$ cat src/design/asp_pkg.sv
// Types, codes and helpers of the sprite slot pool.
`default_nettype none
package asp_pkg;

   localparam int CsrIdxW       = 1;
   localparam int CsrDataW      = 8;
   localparam int VcountW       = 4;
   localparam int VehicleMax    = 15;
   localparam int ScreenXMax    = 167;
   localparam int ScreenYMax    = 175;
   localparam int ScreenYOffset = 16;
   localparam int TilePixels    = 8;
   localparam int TileShift     = $clog2(TilePixels);

   localparam logic OP_SPAWN = 1'b0;
   localparam logic OP_TICK  = 1'b1;

   localparam logic [CsrIdxW-1:0] CSR_TICKS_PER_FRAME = 1'b0;
   localparam logic [CsrIdxW-1:0] CSR_FRAMES_PER_ANIM = 1'b1;

   typedef enum logic [1:0] {
      KIND_ACK   = 2'd0,
      KIND_IDLE  = 2'd1,
      KIND_CLEAR = 2'd2,
      KIND_DRAW  = 2'd3
   } rec_kind_type;

   typedef struct packed {
      logic       busy;
      logic [7:0] frame;
      logic [7:0] tick;
      logic [5:0] sprite;
      logic [7:0] tile;
      logic [7:0] attr;
      logic       vehicle;
      logic [7:0] wx;
      logic [7:0] row;
   } slot_type;

   typedef struct packed {
      rec_kind_type kind;
      logic [2:0]   slot;
      logic         accepted;
      logic [5:0]   sprite_out;
      logic [7:0]   tile_out;
      logic [7:0]   attr_out;
      logic         move_valid;
      logic [7:0]   screen_x;
      logic [7:0]   screen_y;
   } rec_type;

   typedef struct packed {
      logic shift_en;
      logic load_en;
   } cell_ctrl_type;

   // True when this tick steps the last frame of a busy slot.
   function automatic logic slot_retires(slot_type s, logic [7:0] tpf, logic [7:0] fpa);
      logic [7:0] tick1;
      logic [7:0] frame1;
      tick1  = s.tick + 8'd1;
      frame1 = s.frame + 8'd1;
      return s.busy && (tick1 >= tpf) && (frame1 >= fpa);
   endfunction

endpackage
`default_nettype wire

$ cat src/design/asp_ifs.sv
// Request and response channel interfaces of the sprite slot pool.
`default_nettype none
interface asp_req_if;
   logic        valid;
   logic        ready;
   logic        op;
   logic [5:0]  sprite_id;
   logic [7:0]  first_tile;
   logic [7:0]  attr_flags;
   logic        is_vehicle;
   logic [7:0]  world_x;
   logic [7:0]  world_tile_row;
   logic [7:0]  camera_x;
   logic [10:0] camera_y;

   modport source (output valid, op, sprite_id, first_tile, attr_flags, is_vehicle,
                   world_x, world_tile_row, camera_x, camera_y, input ready);
   modport sink (input valid, op, sprite_id, first_tile, attr_flags, is_vehicle,
                 world_x, world_tile_row, camera_x, camera_y, output ready);
endinterface

interface asp_rsp_if;
   logic       valid;
   logic       ready;
   logic [1:0] kind;
   logic [2:0] slot;
   logic       accepted;
   logic [5:0] sprite_out;
   logic [7:0] tile_out;
   logic [7:0] attr_out;
   logic       move_valid;
   logic [7:0] screen_x;
   logic [7:0] screen_y;
   logic       vehicles_done;
   logic       last;

   modport source (output valid, kind, slot, accepted, sprite_out, tile_out, attr_out,
                   move_valid, screen_x, screen_y, vehicles_done, last, input ready);
   modport sink (input valid, kind, slot, accepted, sprite_out, tile_out, attr_out,
                 move_valid, screen_x, screen_y, vehicles_done, last, output ready);
endinterface
`default_nettype wire

$ cat src/design/asp_cell.sv
// One slot cell of the rotating slot ring.
`default_nettype none
module asp_cell (
   input  logic                 clock,
   input  logic                 reset,
   input  asp_pkg::cell_ctrl_type ctrl,
   input  asp_pkg::slot_type    shift_in,
   input  asp_pkg::slot_type    load_data,
   input  logic [7:0]           ticks_per_frame,
   input  logic [7:0]           frames_per_animation,
   output asp_pkg::slot_type    state,
   output logic                 retire_vehicle
);
   import asp_pkg::*;

   slot_type slot_ff;

   // Only the busy bit is control state; the rest is payload.
   always_ff @(posedge clock) begin
      if (reset) begin
         slot_ff.busy <= 1'b0;
      end else if (ctrl.shift_en) begin
         slot_ff <= shift_in;
      end else if (ctrl.load_en) begin
         slot_ff <= load_data;
      end
   end

   assign state          = slot_ff;
   assign retire_vehicle = slot_ff.vehicle
                           && slot_retires(slot_ff, ticks_per_frame, frames_per_animation);
endmodule
`default_nettype wire

$ cat src/design/asp_update.sv
// Tick update of the slot at the ring head and its output record.
`default_nettype none
module asp_update (
   input  asp_pkg::slot_type cur,
   input  logic [2:0]        slot_idx,
   input  logic [7:0]        ticks_per_frame,
   input  logic [7:0]        frames_per_animation,
   input  logic [7:0]        cam_x,
   input  logic [10:0]       cam_y,
   output asp_pkg::slot_type next,
   output asp_pkg::rec_type  rec
);
   import asp_pkg::*;

   logic [7:0]  tick1;
   logic [7:0]  frame1;
   logic [7:0]  frame_n;
   logic        step;
   logic        retire;
   logic [8:0]  dx;
   logic [11:0] ypix;
   logic [12:0] dy;
   logic        on_screen;

   always_comb begin
      tick1   = cur.tick + 8'd1;
      frame1  = cur.frame + 8'd1;
      step    = tick1 >= ticks_per_frame;
      retire  = slot_retires(cur, ticks_per_frame, frames_per_animation);
      frame_n = step ? frame1 : cur.frame;

      dx   = {1'b0, cur.wx} - {1'b0, cam_x};
      ypix = ({4'b0, cur.row} << TileShift) + 12'(ScreenYOffset);
      dy   = {1'b0, ypix} - {2'b0, cam_y};
      on_screen = !dx[8] && (dx[7:0] <= 8'(ScreenXMax))
                  && !dy[12] && (dy[11:0] <= 12'(ScreenYMax));

      next = cur;
      if (cur.busy) begin
         next.tick  = step ? 8'd0 : tick1;
         next.frame = frame_n;
         if (retire) begin
            next.busy = 1'b0;
         end
      end

      rec      = '0;
      rec.slot = slot_idx;
      if (!cur.busy) begin
         rec.kind = KIND_IDLE;
      end else if (retire) begin
         rec.kind       = KIND_CLEAR;
         rec.sprite_out = cur.sprite;
      end else begin
         rec.kind       = KIND_DRAW;
         rec.sprite_out = cur.sprite;
         rec.tile_out   = cur.tile + frame_n;
         rec.attr_out   = cur.attr;
         if (!cur.vehicle) begin
            rec.move_valid = 1'b1;
            if (on_screen) begin
               rec.screen_x = dx[7:0];
               rec.screen_y = dy[7:0];
            end
         end
      end
   end
endmodule
`default_nettype wire

$ cat src/design/animated_sprite_slot_pool_unit.sv
// Spawn: acknowledgment in the output register in the cycle after acceptance; one spawn per
// cycle while the response is not stalled. Tick: a prepare state, then the slot ring rotates
// one cell per cycle through the head update unit while the response is not stalled, each
// rotation placing the head record in the output register. A new request is taken only once
// the block is back in idle after the last record; a stalled response halts the ring.
// Reset (synchronous): all slots free, vehicle count zero, both timing registers set to 4.
`default_nettype none
module animated_sprite_slot_pool_unit #(
   parameter int NUM_SLOTS = 8
) (
   input  logic                          clock,
   input  logic                          reset,
   asp_req_if.sink                       req_chan,
   asp_rsp_if.source                     rsp_chan,
   input  logic                          csr_we,
   input  logic [asp_pkg::CsrIdxW-1:0]   csr_index,
   input  logic [asp_pkg::CsrDataW-1:0]  csr_wdata
);
   import asp_pkg::*;

   localparam int SlotW  = (NUM_SLOTS > 1) ? $clog2(NUM_SLOTS) : 1;
   localparam int CountW = $clog2(NUM_SLOTS + 1);
   localparam int DecW   = (CountW > VcountW) ? CountW : VcountW;

   typedef enum logic [2:0] {
      ST_IDLE = 3'b001,
      ST_PREP = 3'b010,
      ST_RUN  = 3'b100
   } state_type;

   state_type          state_ff, state_in;
   logic [SlotW-1:0]   pos_ff, pos_in;
   logic [7:0]         tpf_ff, fpa_ff;
   logic [7:0]         cam_x_ff, cam_x_in;
   logic [10:0]        cam_y_ff, cam_y_in;
   logic [VcountW-1:0] vcount_ff, vcount_in;
   logic               done_ff, done_in;
   logic               rsp_valid_ff, rsp_valid_in;
   rec_type            rsp_rec_ff, rsp_rec_in;
   logic               rsp_done_ff, rsp_done_in;
   logic               rsp_last_ff, rsp_last_in;

   slot_type           cell_state [NUM_SLOTS];
   slot_type           shift_src  [NUM_SLOTS];
   cell_ctrl_type      cell_ctrl  [NUM_SLOTS];
   logic [NUM_SLOTS-1:0] retire_vec;

   slot_type           load_data;
   slot_type           upd_next;
   rec_type            upd_rec;
   logic               out_free;
   logic               req_take;
   logic               spawn_take;
   logic               run_shift;
   logic               free_found;
   logic [SlotW-1:0]   free_idx;
   logic [SlotW+2:0]   free_wide;
   logic [SlotW+2:0]   pos_wide;
   logic [CountW-1:0]  ret_cnt;
   logic [DecW-1:0]    vc_ext;
   logic [DecW-1:0]    rc_ext;
   logic               pos_last;

   assign out_free   = !rsp_valid_ff || rsp_chan.ready;
   assign req_chan.ready = (state_ff == ST_IDLE) && out_free;
   assign req_take   = req_chan.valid && req_chan.ready;
   assign spawn_take = req_take && (req_chan.op == OP_SPAWN) && free_found;
   assign run_shift  = (state_ff == ST_RUN) && out_free;
   assign pos_last   = pos_ff == SlotW'(NUM_SLOTS - 1);
   assign free_wide  = {3'b000, free_idx};
   assign pos_wide   = {3'b000, pos_ff};

   // Lowest-numbered free slot; the ring is aligned whenever the block is idle.
   always_comb begin
      free_found = 1'b0;
      free_idx   = '0;
      for (int i = NUM_SLOTS - 1; i >= 0; i--) begin
         if (!cell_state[i].busy) begin
            free_found = 1'b1;
            free_idx   = SlotW'(i);
         end
      end
   end

   always_comb begin
      load_data         = '0;
      load_data.busy    = 1'b1;
      load_data.sprite  = req_chan.sprite_id;
      load_data.tile    = req_chan.first_tile;
      load_data.attr    = req_chan.attr_flags;
      load_data.vehicle = req_chan.is_vehicle;
      load_data.wx      = req_chan.world_x;
      load_data.row     = req_chan.world_tile_row;
   end

   for (genvar g = 0; g < NUM_SLOTS; g++) begin : g_cell
      if (g == NUM_SLOTS - 1) begin : g_tail
         assign shift_src[g] = upd_next;
      end else begin : g_link
         assign shift_src[g] = cell_state[g + 1];
      end
      assign cell_ctrl[g].shift_en = run_shift;
      assign cell_ctrl[g].load_en  = spawn_take && (free_idx == SlotW'(g));

      asp_cell u_cell (
         .clock               (clock),
         .reset               (reset),
         .ctrl                (cell_ctrl[g]),
         .shift_in            (shift_src[g]),
         .load_data           (load_data),
         .ticks_per_frame     (tpf_ff),
         .frames_per_animation(fpa_ff),
         .state               (cell_state[g]),
         .retire_vehicle      (retire_vec[g])
      );
   end

   asp_update u_update (
      .cur                 (cell_state[0]),
      .slot_idx            (pos_wide[2:0]),
      .ticks_per_frame     (tpf_ff),
      .frames_per_animation(fpa_ff),
      .cam_x               (cam_x_ff),
      .cam_y               (cam_y_ff),
      .next                (upd_next),
      .rec                 (upd_rec)
   );

   assign ret_cnt = CountW'($countones(retire_vec));
   assign vc_ext  = DecW'(vcount_ff);
   assign rc_ext  = DecW'(ret_cnt);

   always_comb begin
      state_in     = state_ff;
      pos_in       = pos_ff;
      cam_x_in     = cam_x_ff;
      cam_y_in     = cam_y_ff;
      vcount_in    = vcount_ff;
      done_in      = done_ff;
      rsp_valid_in = rsp_valid_ff && !rsp_chan.ready;
      rsp_rec_in   = rsp_rec_ff;
      rsp_done_in  = rsp_done_ff;
      rsp_last_in  = rsp_last_ff;

      unique case (state_ff)
         ST_IDLE: begin
            if (req_take) begin
               if (req_chan.op == OP_SPAWN) begin
                  if (spawn_take && req_chan.is_vehicle
                      && (vcount_ff != VcountW'(VehicleMax))) begin
                     vcount_in = vcount_ff + VcountW'(1);
                  end
                  rsp_valid_in = 1'b1;
                  rsp_rec_in   = '0;
                  rsp_rec_in.kind     = KIND_ACK;
                  rsp_rec_in.accepted = free_found;
                  rsp_rec_in.slot     = free_found ? free_wide[2:0] : 3'b000;
                  rsp_done_in  = vcount_in == '0;
                  rsp_last_in  = 1'b1;
               end else begin
                  cam_x_in = req_chan.camera_x;
                  cam_y_in = req_chan.camera_y;
                  state_in = ST_PREP;
               end
            end
         end
         ST_PREP: begin
            // Count comes out final before the first record, since every record carries its done flag.
            vcount_in = (vc_ext >= rc_ext) ? VcountW'(vc_ext - rc_ext) : '0;
            done_in   = vcount_in == '0;
            pos_in    = '0;
            state_in  = ST_RUN;
         end
         ST_RUN: begin
            if (out_free) begin
               rsp_valid_in = 1'b1;
               rsp_rec_in   = upd_rec;
               rsp_done_in  = done_ff;
               rsp_last_in  = pos_last;
               pos_in       = pos_ff + SlotW'(1);
               if (pos_last) begin
                  state_in = ST_IDLE;
               end
            end
         end
         default: begin
            state_in = ST_IDLE;
         end
      endcase
   end

   always_ff @(posedge clock) begin
      if (reset) begin
         state_ff     <= ST_IDLE;
         pos_ff       <= '0;
         vcount_ff    <= '0;
         done_ff      <= 1'b1;
         rsp_valid_ff <= 1'b0;
         tpf_ff       <= 8'd4;
         fpa_ff       <= 8'd4;
      end else begin
         state_ff     <= state_in;
         pos_ff       <= pos_in;
         vcount_ff    <= vcount_in;
         done_ff      <= done_in;
         rsp_valid_ff <= rsp_valid_in;
         if (csr_we) begin
            unique case (csr_index)
               CSR_TICKS_PER_FRAME: tpf_ff <= csr_wdata;
               CSR_FRAMES_PER_ANIM: fpa_ff <= csr_wdata;
               default: begin
               end
            endcase
         end
      end
   end

   always_ff @(posedge clock) begin
      cam_x_ff    <= cam_x_in;
      cam_y_ff    <= cam_y_in;
      rsp_rec_ff  <= rsp_rec_in;
      rsp_done_ff <= rsp_done_in;
      rsp_last_ff <= rsp_last_in;
   end

   assign rsp_chan.valid         = rsp_valid_ff;
   assign rsp_chan.kind          = rsp_rec_ff.kind;
   assign rsp_chan.slot          = rsp_rec_ff.slot;
   assign rsp_chan.accepted      = rsp_rec_ff.accepted;
   assign rsp_chan.sprite_out    = rsp_rec_ff.sprite_out;
   assign rsp_chan.tile_out      = rsp_rec_ff.tile_out;
   assign rsp_chan.attr_out      = rsp_rec_ff.attr_out;
   assign rsp_chan.move_valid    = rsp_rec_ff.move_valid;
   assign rsp_chan.screen_x      = rsp_rec_ff.screen_x;
   assign rsp_chan.screen_y      = rsp_rec_ff.screen_y;
   assign rsp_chan.vehicles_done = rsp_done_ff;
   assign rsp_chan.last          = rsp_last_ff;
endmodule
`default_nettype wire

$ cat src/flat_wrapper.sv
// flat-port wrapper written by rule: the top's interface ports become plain ports
module animated_sprite_slot_pool_unit_flat import asp_pkg::*;
#(
   parameter int NUM_SLOTS = 8
)
  (clock, reset, csr_we, csr_index, csr_wdata, req_chan_valid, req_chan_op, req_chan_sprite_id, req_chan_first_tile, req_chan_attr_flags, req_chan_is_vehicle, req_chan_world_x, req_chan_world_tile_row, req_chan_camera_x, req_chan_camera_y, req_chan_ready, rsp_chan_valid, rsp_chan_kind, rsp_chan_slot, rsp_chan_accepted, rsp_chan_sprite_out, rsp_chan_tile_out, rsp_chan_attr_out, rsp_chan_move_valid, rsp_chan_screen_x, rsp_chan_screen_y, rsp_chan_vehicles_done, rsp_chan_last, rsp_chan_ready);
  asp_req_if req_chan_i ();
  asp_rsp_if rsp_chan_i ();
  input  logic clock;
  input  logic reset;
  input  logic csr_we;
  input  logic [asp_pkg::CsrIdxW-1:0] csr_index;
  input  logic [asp_pkg::CsrDataW-1:0] csr_wdata;
  input wire logic [$bits(req_chan_i.valid)-1:0] req_chan_valid;
  input wire logic [$bits(req_chan_i.op)-1:0] req_chan_op;
  input wire logic [$bits(req_chan_i.sprite_id)-1:0] req_chan_sprite_id;
  input wire logic [$bits(req_chan_i.first_tile)-1:0] req_chan_first_tile;
  input wire logic [$bits(req_chan_i.attr_flags)-1:0] req_chan_attr_flags;
  input wire logic [$bits(req_chan_i.is_vehicle)-1:0] req_chan_is_vehicle;
  input wire logic [$bits(req_chan_i.world_x)-1:0] req_chan_world_x;
  input wire logic [$bits(req_chan_i.world_tile_row)-1:0] req_chan_world_tile_row;
  input wire logic [$bits(req_chan_i.camera_x)-1:0] req_chan_camera_x;
  input wire logic [$bits(req_chan_i.camera_y)-1:0] req_chan_camera_y;
  output wire logic [$bits(req_chan_i.ready)-1:0] req_chan_ready;
  output wire logic [$bits(rsp_chan_i.valid)-1:0] rsp_chan_valid;
  output wire logic [$bits(rsp_chan_i.kind)-1:0] rsp_chan_kind;
  output wire logic [$bits(rsp_chan_i.slot)-1:0] rsp_chan_slot;
  output wire logic [$bits(rsp_chan_i.accepted)-1:0] rsp_chan_accepted;
  output wire logic [$bits(rsp_chan_i.sprite_out)-1:0] rsp_chan_sprite_out;
  output wire logic [$bits(rsp_chan_i.tile_out)-1:0] rsp_chan_tile_out;
  output wire logic [$bits(rsp_chan_i.attr_out)-1:0] rsp_chan_attr_out;
  output wire logic [$bits(rsp_chan_i.move_valid)-1:0] rsp_chan_move_valid;
  output wire logic [$bits(rsp_chan_i.screen_x)-1:0] rsp_chan_screen_x;
  output wire logic [$bits(rsp_chan_i.screen_y)-1:0] rsp_chan_screen_y;
  output wire logic [$bits(rsp_chan_i.vehicles_done)-1:0] rsp_chan_vehicles_done;
  output wire logic [$bits(rsp_chan_i.last)-1:0] rsp_chan_last;
  input wire logic [$bits(rsp_chan_i.ready)-1:0] rsp_chan_ready;
  assign req_chan_i.valid = req_chan_valid;
  assign req_chan_i.op = req_chan_op;
  assign req_chan_i.sprite_id = req_chan_sprite_id;
  assign req_chan_i.first_tile = req_chan_first_tile;
  assign req_chan_i.attr_flags = req_chan_attr_flags;
  assign req_chan_i.is_vehicle = req_chan_is_vehicle;
  assign req_chan_i.world_x = req_chan_world_x;
  assign req_chan_i.world_tile_row = req_chan_world_tile_row;
  assign req_chan_i.camera_x = req_chan_camera_x;
  assign req_chan_i.camera_y = req_chan_camera_y;
  assign req_chan_ready = req_chan_i.ready;
  assign rsp_chan_valid = rsp_chan_i.valid;
  assign rsp_chan_kind = rsp_chan_i.kind;
  assign rsp_chan_slot = rsp_chan_i.slot;
  assign rsp_chan_accepted = rsp_chan_i.accepted;
  assign rsp_chan_sprite_out = rsp_chan_i.sprite_out;
  assign rsp_chan_tile_out = rsp_chan_i.tile_out;
  assign rsp_chan_attr_out = rsp_chan_i.attr_out;
  assign rsp_chan_move_valid = rsp_chan_i.move_valid;
  assign rsp_chan_screen_x = rsp_chan_i.screen_x;
  assign rsp_chan_screen_y = rsp_chan_i.screen_y;
  assign rsp_chan_vehicles_done = rsp_chan_i.vehicles_done;
  assign rsp_chan_last = rsp_chan_i.last;
  assign rsp_chan_i.ready = rsp_chan_ready;
  animated_sprite_slot_pool_unit #(.NUM_SLOTS(NUM_SLOTS)) u_core (.clock(clock), .reset(reset), .req_chan(req_chan_i), .rsp_chan(rsp_chan_i), .csr_we(csr_we), .csr_index(csr_index), .csr_wdata(csr_wdata));
endmodule
$ cat config.mk
export PLATFORM = sky130hd
export DESIGN_NAME = animated_sprite_slot_pool_unit_flat
export DESIGN_NICKNAME = d
export VERILOG_FILES = /design/src/design/asp_pkg.sv /design/src/design/asp_ifs.sv /design/src/design/asp_cell.sv /design/src/design/asp_update.sv /design/src/design/animated_sprite_slot_pool_unit.sv /design/src/flat_wrapper.sv
export SDC_FILE = /design/constraint.sdc
export NUM_CORES = 1
export LEC_CHECK = 0
export BUFFER_PORTS_ARGS = -buffer_cell sky130_fd_sc_hd__buf_2
export CAP_MARGIN = 10
export CELL_PAD_IN_SITES_DETAIL_PLACEMENT = 0
export CELL_PAD_IN_SITES_GLOBAL_PLACEMENT = 1
export CORE_UTILIZATION = 42
export CTS_CLUSTER_SIZE = 24
export DETAILED_ROUTE_END_ITERATION = 6
export PLACE_DENSITY_LB_ADDON = 0.1
export SKIP_LAST_GASP = 1
export SYNTH_ARGS = -nofsm -noshare
export SYNTH_HDL_FRONTEND = slang
export SYNTH_HIERARCHICAL = 1
export SYNTH_SLANG_ARGS = --single-unit
$ cat constraint.sdc
create_clock -name clock -period 12.7 [get_ports clock]
set_clock_uncertainty 0.2 [all_clocks]
set_input_delay 0.635 -clock clock [delete_from_list [all_inputs] [get_ports clock]]
set_output_delay 0.635 -clock clock [all_outputs]
set_load 0.02 [all_outputs]
# Word level (Yosys, flattened, before mapping)
# Cells that the tools add are included.
dict set report totals {
  inputBits 73
  output_inout_bits 49
  word_cells 312
  ff_bits 542
}
dict set report op_classes {
  addsub 30
  mux 74
  reduce_logical 77
  bitwise_logic 3
  magnitude_cmp 19
  eq_ne 17
}
# op n
set op_table {}
lappend op_table {{two-way mux 56 bit} 16}
lappend op_table {{two-way mux 45 bit} 3}
lappend op_table {{adder 8 x 1 -> 8 bit (second input constant)} 16}
lappend op_table {{>= comparator 8 bit} 16}
lappend op_table {{case mux 45 bit (2 select lines)} 1}
lappend op_table {{logical AND 1 bit} 43}
lappend op_table {{two-way mux 3 bit} 14}
lappend op_table {{two-way mux 39 bit} 1}
lappend op_table {{two-way mux 17 bit} 2}
lappend op_table {{two-way mux 33 bit} 1}
lappend op_table {{two-way mux 4 bit} 7}
lappend op_table {{AND reduction 2 bit} 11}
lappend op_table {{nonzero test 2 bit} 11}
lappend op_table {{two-way mux 1 bit} 19}
lappend op_table {{== test 3 bit (second input constant)} 6}
lappend op_table {{two-way mux 16 bit} 1}
lappend op_table {{two-way mux 8 bit} 2}
lappend op_table {{subtractor 12 x 11 -> 13 bit} 1}
lappend op_table {{adder 11 x 5 -> 12 bit (second input constant)} 1}
lappend op_table {{adder 4 bit} 3}
lappend op_table {{less-or-equal comparator 12 x 8 -> 1 bit (second input constant)} 1}
lappend op_table {{== test 3 x 2 -> 1 bit (second input constant)} 3}
lappend op_table {{case mux 3 bit (3 select lines)} 1}
lappend op_table {{subtractor 8 x 8 -> 9 bit} 1}
lappend op_table {{other kinds (22)} 39}

# Longest topological paths before layout
dict set report depth {
  word_depth 19
  depth_mapped 23
  depth_no_buf 23
}

# Hierarchy
# The synthesis kept the hierarchy.
# module area_each_um2 n_inst cells_each
set modules_own_cells {}
lappend modules_own_cells {asp_cell 2970.3 8 202}
lappend modules_own_cells {animated_sprite_slot_pool_unit 4149.0 1 351}
lappend modules_own_cells {asp_update 3057.9 1 425}

# Least setup slack after synthesis
# Ideal clock, no wire load.
dict set report synth_timing {
  path_kind {register -> register}
  from {register u_core.g_cell[0].u_cell.slot_ff, in the netlist u_core/g_cell[0].u_cell/state[39]}
  to {register u_core.done_ff}
  synth_period_minus_slack_ps 5977
  t_arrival_ps 5717
  path_slack_ps 6723
  setup_time_ps 59
  stages_incl_launch_ff 24
  n_path_buf 0
  path_cell_list {edfxtp_1 -> and3_1 -> nand3_2 -> or2_1 -> xnor2_1 -> ha_1 -> and3_1 -> a221oi_1 -> o31ai_1 -> o2111a_1 -> fa_1 -> inv_1 -> fa_1 -> fa_1 -> inv_1 -> ha_1 -> fa_1 -> inv_1 -> fa_1 -> xor2_1 -> or3b_1 -> o31a_1 -> nor2_1 -> o32a_1}
}
dict set report synth_via {
  elab_chain_cells 11
  elab_cells_between_ends 12
}
# item line
set synth_rtl {}
lappend synth_rtl {{start, declared} asp_cell.sv:16} ;# slot_type slot_ff;
lappend synth_rtl {{start signal, assigned} asp_cell.sv:23} ;# slot_ff <= shift_in;
lappend synth_rtl {{start signal, assigned} asp_cell.sv:25} ;# slot_ff <= load_data;
lappend synth_rtl {{adder 8 x 1 -> 8 bit (*)} asp_pkg.sv:61} ;# tick1 = s.tick + 8'd1;
lappend synth_rtl {{>= comparator 8 bit (*)} asp_pkg.sv:63} ;# return s.busy && (tick1 >= tpf) && (frame1 >= fpa);
lappend synth_rtl {{logical AND 1 bit (*) (2 in series)} asp_pkg.sv:63}
lappend synth_rtl {{logical AND 1 bit (*)} asp_cell.sv:31} ;# && slot_retires(slot_ff, ticks_per_frame, frames_per_animation);
lappend synth_rtl {{via u_core.retire_vec[0]} animated_sprite_slot_pool_unit.sv:46} ;# logic [NUM_SLOTS-1:0] retire_vec;
lappend synth_rtl {{adder 1 x 1 -> 2 bit (not written as such) (*)} animated_sprite_slot_pool_unit.sv:129} ;# assign ret_cnt = CountW'($countones(retire_vec));
lappend synth_rtl {{adder 4 bit (not written as such) (*) (2 in series)} animated_sprite_slot_pool_unit.sv:129}
lappend synth_rtl {{subtractor 4 bit / >= comparator 4 bit (equally long branches)} animated_sprite_slot_pool_unit.sv:169} ;# vcount_in = (vc_ext >= rc_ext) ? VcountW'(vc_ext - rc_ext) : '0;
lappend synth_rtl {{two-way mux 4 bit (*)} animated_sprite_slot_pool_unit.sv:169}
lappend synth_rtl {{zero test 4 bit (*)} animated_sprite_slot_pool_unit.sv:170} ;# done_in = vcount_in == '0;
lappend synth_rtl {{end signal, assigned} animated_sprite_slot_pool_unit.sv:205} ;# done_ff <= done_in;
lappend synth_rtl {{end, declared} animated_sprite_slot_pool_unit.sv:37} ;# logic done_ff, done_in;
# Mark *: on every way through the listed nets, which the timed path passes. The rest lies on a longest branch.
# A chain may end at the register's enable or synchronous reset.

# Worst setup path in the final report
# Same ends and word-level chain as after synthesis.

==> results by group <==
Drt
  – Vias per Instance: about 5
  – Routed length per placed instance: approximately 19 um
  – Final wirelength: 70500 um
  – Total iterations of the first detailed-routing run: 5
  – Remaining DRCs: 0
  – Number of routed nets with antenna violations: 0
  – Number of vias after detailed routing: 18656
  – First-iteration detailed-routing DRC count: 1080

Worst setup path
  – Data arrival time of the worst path: 6.80 ns
  – Largest fanout on the critical path: 10
  – Worst endpoint required time: roughly 13 ns
  – Startpoint class of the critical path: flip-flop
  – Capturing element type of the critical path: flip-flop
  – Crit path kind: flip-flop to flip-flop
  – Length in cells of the worst reg-to-reg path: 23

Global routing
  – Wire length of the first global-routing pass: between 100000 and 150000 um
  – Via count of the first global-routing pass: 18644
  – Global router's overall resource usage: 0.1889
  – Initial antenna violation count: 5
  – Overall overflow remaining after global route: 0
  – Maximum number of pins on one net before global-route repair: 186

Die
  – Effective utilization at floorplan: 0.4245
  – Std cell rows: 99
  – Die Outline Area: 74830 um2
  – Horizontal die dimension: 273.5 um
  – Core region area: 72960 um2
  – Die H: 273.5 um
  – Top Ports: 122

Timing
  – Final worst path period need: 6.445 ns
  – Worst-Margin Slew: 1.168 ns
  – Max-slew violation total from the final report: 0
  – Final hold violation count: 0
  – RSZ-0062 raised after global routing: false
  – Maximum clock frequency: 0.1552 GHz
  – Finish-stage setup viols: 0
  – Post-route fraction of the period consumed by the critical path: 0.5075
  – Worst max-slew margin expressed relative to the limit: 0.2214
  – Final TNS setup: 0 ns

Pwr
  – Total power of the final layout: around 0.0040 W
  – Static Leakage: between 10 and 15 nW
  – Peak supply drop: 0.00009497 V
  – Power Dens Cells: 114.6 nW/um2

Synth
  – Sequential fraction of the synthesis area: 0.5139
  – Number of synthesized register bits: 542
  – Most frequently used flop master after synthesis: sky130_fd_sc_hd__edfxtp_1
  – Post-synthesis share of cell area spent on full adders, half adders and majority gates: 0.08799
  – Post-synthesis mux area share: 0.1654
  – Area contributors post-synth: sky130_fd_sc_hd__edfxtp_1 (49%), sky130_fd_sc_hd__mux2_2 (16%), sky130_fd_sc_hd__ha_1 (8.3%)
  – Synth cell count leaders: sky130_fd_sc_hd__edfxtp_1 (506), sky130_fd_sc_hd__mux2_2 (445), sky130_fd_sc_hd__ha_1 (205)
  – Async set or reset register ratio after synthesis: 0
  – Per-instance average area after synthesis: 12.95 um2
  – Post-synth EDFFs: 506
  – Post-synthesis compound-gate area fraction: 0.05361
  – Yosys warnings: 6
  – XOR/XNOR share of the synthesized area: 0.03891
  – Simple-gate portion of the synthesized area: 0.09090
  – Area share of the largest cell type after synthesis: 0.4906
  – Syn Std Cell Area: 30970 um2
  – Main combinational cell family by area after synthesis: multiplexers
  – Library cell with the largest summed area after synthesis: sky130_fd_sc_hd__edfxtp_1
  – Library cells used by synthesis: 81
  – Cell with the most instances after synthesis: sky130_fd_sc_hd__edfxtp_1
  – Post-Synthesis Cells: 2392

Min path
  – Classification of the worst-slack hold path: input pin to flip-flop
  – Instance count along the most critical hold path: 3

Cells and area
  – Number of filler cells placed in the layout: ~6600
  – Total Nets Final: 2918
  – Share of cells above drive strength 1: 0.2773
  – Synth-to-Final Area Change: 12.56%

Run status
  – Outcome: finished clean

Clock tree
  – Clock latency of the later-clocked register in the worst-skew pair: 0.64 ns
  – Clock transition at the registers of the reported paths: 0.06 ns
  – CTS tree: done
  – Worst-case clock buffer depth: 3
  – TritonCTS Sinks: 542
  – CTS resizes: 0
  – Maximum level of the CTS H-tree: 2
  – Number of buffers created by CTS: 61
  – Clk Tree Root Cell: sky130_fd_sc_hd__clkbuf_16

Placement
  – Weighted congestion reported at the end of routability-driven placement: 0.8087
  – Count of port buffers added during placement: 121
  – DP Wirelength: 45050 um

Run
  – Total of max-cap violations: 0
-- worst paths after layout --
path	start	to	slack [ns]
max	u_core/g_cell[0].u_cell/state[39]	u_core/done_ff	6.25
min	csr_wdata[2]	u_core/tpf_ff[2]	0.09
max reg2reg	u_core/g_cell[0].u_cell/state[39]	u_core/done_ff	6.25
min reg2reg	u_core/fpa_ff[2]	u_core/fpa_ff[2]	0.28
-- kinds of logic (layout without fill, tap and decap cells) --
logic type               after synthesis  after routing
AND/OR/NAND/NOR                      515            515
adder cells (fa/ha/maj)              213            213
multiplexers                         456            456
AO/OA/AOI/OAI                        222            222
other                                  3            138
XOR/XNOR                             136            136
buffers and inverters                305            462
flip-flops                           542            542
-- what timing repair did --
item | 4_1_cts | 5_1_grt
hold buffers | 19 | 0
setup buffers | 0 | 0
endpoints found under the hold margin | 19 | 0
-- registers in the layout (all words and copies together) (netlist names) --
name                           cells
u_core/fpa_ff                      8
u_core/pos_ff                      3
u_core/rsp_chan.screen_y           8
u_core/rsp_chan.attr_out           8
u_core/rsp_chan.tile_out           8
u_core/rsp_chan.vehicles_done      1
u_core/rsp_chan.kind               2
u_core/state_ff                    3
u_core/tpf_ff                      8
u_core/cam_y_ff                   11
u_core/rsp_chan.last               1
u_core/cam_x_ff                    8
u_core/rsp_chan.slot               3
u_core/g_cell.u_cell/state       448
u_core/rsp_chan.sprite_out         6
u_core/rsp_chan.move_valid         1
u_core/rsp_chan.screen_x           8
u_core/rsp_chan.accepted           1
u_core/vc_ext                      4
u_core/rsp_chan.valid              1
u_core/done_ff                     1
-- through the flow --
step / cells / hold WS (ns) / util / setup slack [ns] / instance area [um2]
3_5_place_dp: 3509 / 0.2660 / 0.4486 / 6.312 / 32730
5_1_grt: 3642 / 0.06207 / 0.4778 / 5.880 / 34860
2_1_floorplan: 2526 / 0.2649 / - / 6.723 / 31470
4_1_cts: 3642 / 0.05000 / 0.4778 / 6.265 / 34860
3_3_place_gp: 3509 / 0.2536 / 0.4486 / 6.393 / 32730
6_report: 3643 / 0.08695 / 0.4778 / 6.255 / 34860
-- report_power, final --
part / switching (W) / leakage (nW) / internal [W]
registers: 0.0000170 / 4.87 / 0.00197
clock network: 0.000747 / 0.949 / 0.000964
logic: 0.000162 / 6.87 / 0.000133
-- placed cells by master (no fill, tap or decap), types with 11 or more instances in the layout --
| cell type | netlist | routed |
|---|---|---|
| sky130_fd_sc_hd__nor3_1 | 23 | 22 |
| sky130_fd_sc_hd__inv_1 | 182 | 181 |
| sky130_fd_sc_hd__buf_4 | 52 | 25 |
| sky130_fd_sc_hd__a21oi_1 | 50 | 50 |
| sky130_fd_sc_hd__a211o_1 | 11 | 11 |
| sky130_fd_sc_hd__nand2b_1 | 27 | 27 |
| sky130_fd_sc_hd__a21o_1 | 17 | 17 |
| sky130_fd_sc_hd__edfxtp_1 | 506 | 506 |
| sky130_fd_sc_hd__a211oi_1 | 15 | 15 |
| sky130_fd_sc_hd__xnor2_1 | 88 | 88 |
| sky130_fd_sc_hd__mux2_2 | 445 | 445 |
| sky130_fd_sc_hd__conb_1 | 3 | 137 |
| sky130_fd_sc_hd__nor2_1 | 103 | 95 |
| sky130_fd_sc_hd__nand3_1 | 54 | 54 |
| sky130_fd_sc_hd__o21a_1 | 11 | 11 |
| sky130_fd_sc_hd__and3_1 | 35 | 35 |
| sky130_fd_sc_hd__nand2_1 | 109 | 109 |
| sky130_fd_sc_hd__dfxtp_1 | 36 | 36 |
| sky130_fd_sc_hd__a31oi_1 | 11 | 11 |
| sky130_fd_sc_hd__clkbuf_16 | 0 | 61 |
| sky130_fd_sc_hd__nand4_1 | 12 | 12 |
| sky130_fd_sc_hd__dlygate4sd3_1 | 0 | 19 |
| sky130_fd_sc_hd__and2_1 | 57 | 57 |
| sky130_fd_sc_hd__clkinv_2 | 0 | 19 |
| sky130_fd_sc_hd__o21ai_0 | 26 | 26 |
| sky130_fd_sc_hd__or2_1 | 16 | 16 |
| sky130_fd_sc_hd__buf_2 | 26 | 121 |
| sky130_fd_sc_hd__clkinv_1 | 0 | 13 |
| sky130_fd_sc_hd__xor2_1 | 47 | 47 |
| sky130_fd_sc_hd__ha_1 | 205 | 205 |
| sky130_fd_sc_hd__nand3_2 | 17 | 17 |
-- worst max-delay path: stages, from the launching register on --
cell and delay, ns:
sky130_fd_sc_hd__edfxtp_1 0.52, sky130_fd_sc_hd__and3_1 0.22, sky130_fd_sc_hd__nand3_2 0.09, sky130_fd_sc_hd__or2_1 0.25, sky130_fd_sc_hd__xnor2_1 0.12, sky130_fd_sc_hd__ha_1 0.28
sky130_fd_sc_hd__and3_1 0.18, sky130_fd_sc_hd__a221oi_1 0.31, sky130_fd_sc_hd__o31ai_1 0.12, sky130_fd_sc_hd__o2111a_1 0.20, sky130_fd_sc_hd__fa_1 0.56, sky130_fd_sc_hd__inv_1 0.05
sky130_fd_sc_hd__fa_1 0.45, sky130_fd_sc_hd__fa_1 0.50, sky130_fd_sc_hd__inv_1 0.04, sky130_fd_sc_hd__ha_1 0.20, sky130_fd_sc_hd__fa_1 0.48, sky130_fd_sc_hd__inv_1 0.07
sky130_fd_sc_hd__fa_1 0.45, sky130_fd_sc_hd__xor2_1 0.20, sky130_fd_sc_hd__or3b_1 0.39, sky130_fd_sc_hd__o31a_1 0.25, sky130_fd_sc_hd__nor2_1 0.09, sky130_fd_sc_hd__o32a_1 0.14
-- layer usage --
metal / track usage / wire length, um / vias to the layer above
li1: - / - / 9121
met2: 0.3032 / 32520 / 281
met5: 0 / 29 / -
met3: 0.02886 / 2774 / 88
met1: 0.2670 / 33850 / 9162
met4: 0.04484 / 1331 / 4
-- layout make-up --
type | instances | area [um2] | share of cell area
inverters | 182 | 690.7 | 0.01981
flip-flops and latches | 542 | 15920 | 0.4566
clock inverters | 47 | 386.6 | 0.01109
clock buffers | 67 | 1549 | 0.04443
multi-input cells | 1679 | 14110 | 0.4048
well taps | 959 | 1200 | 0.03442
diodes | 1 | 2.502 | 0.00007178
repair buffers | 166 | 1003 | 0.02879
Note: power is estimated with default switching activity, not from simulation.
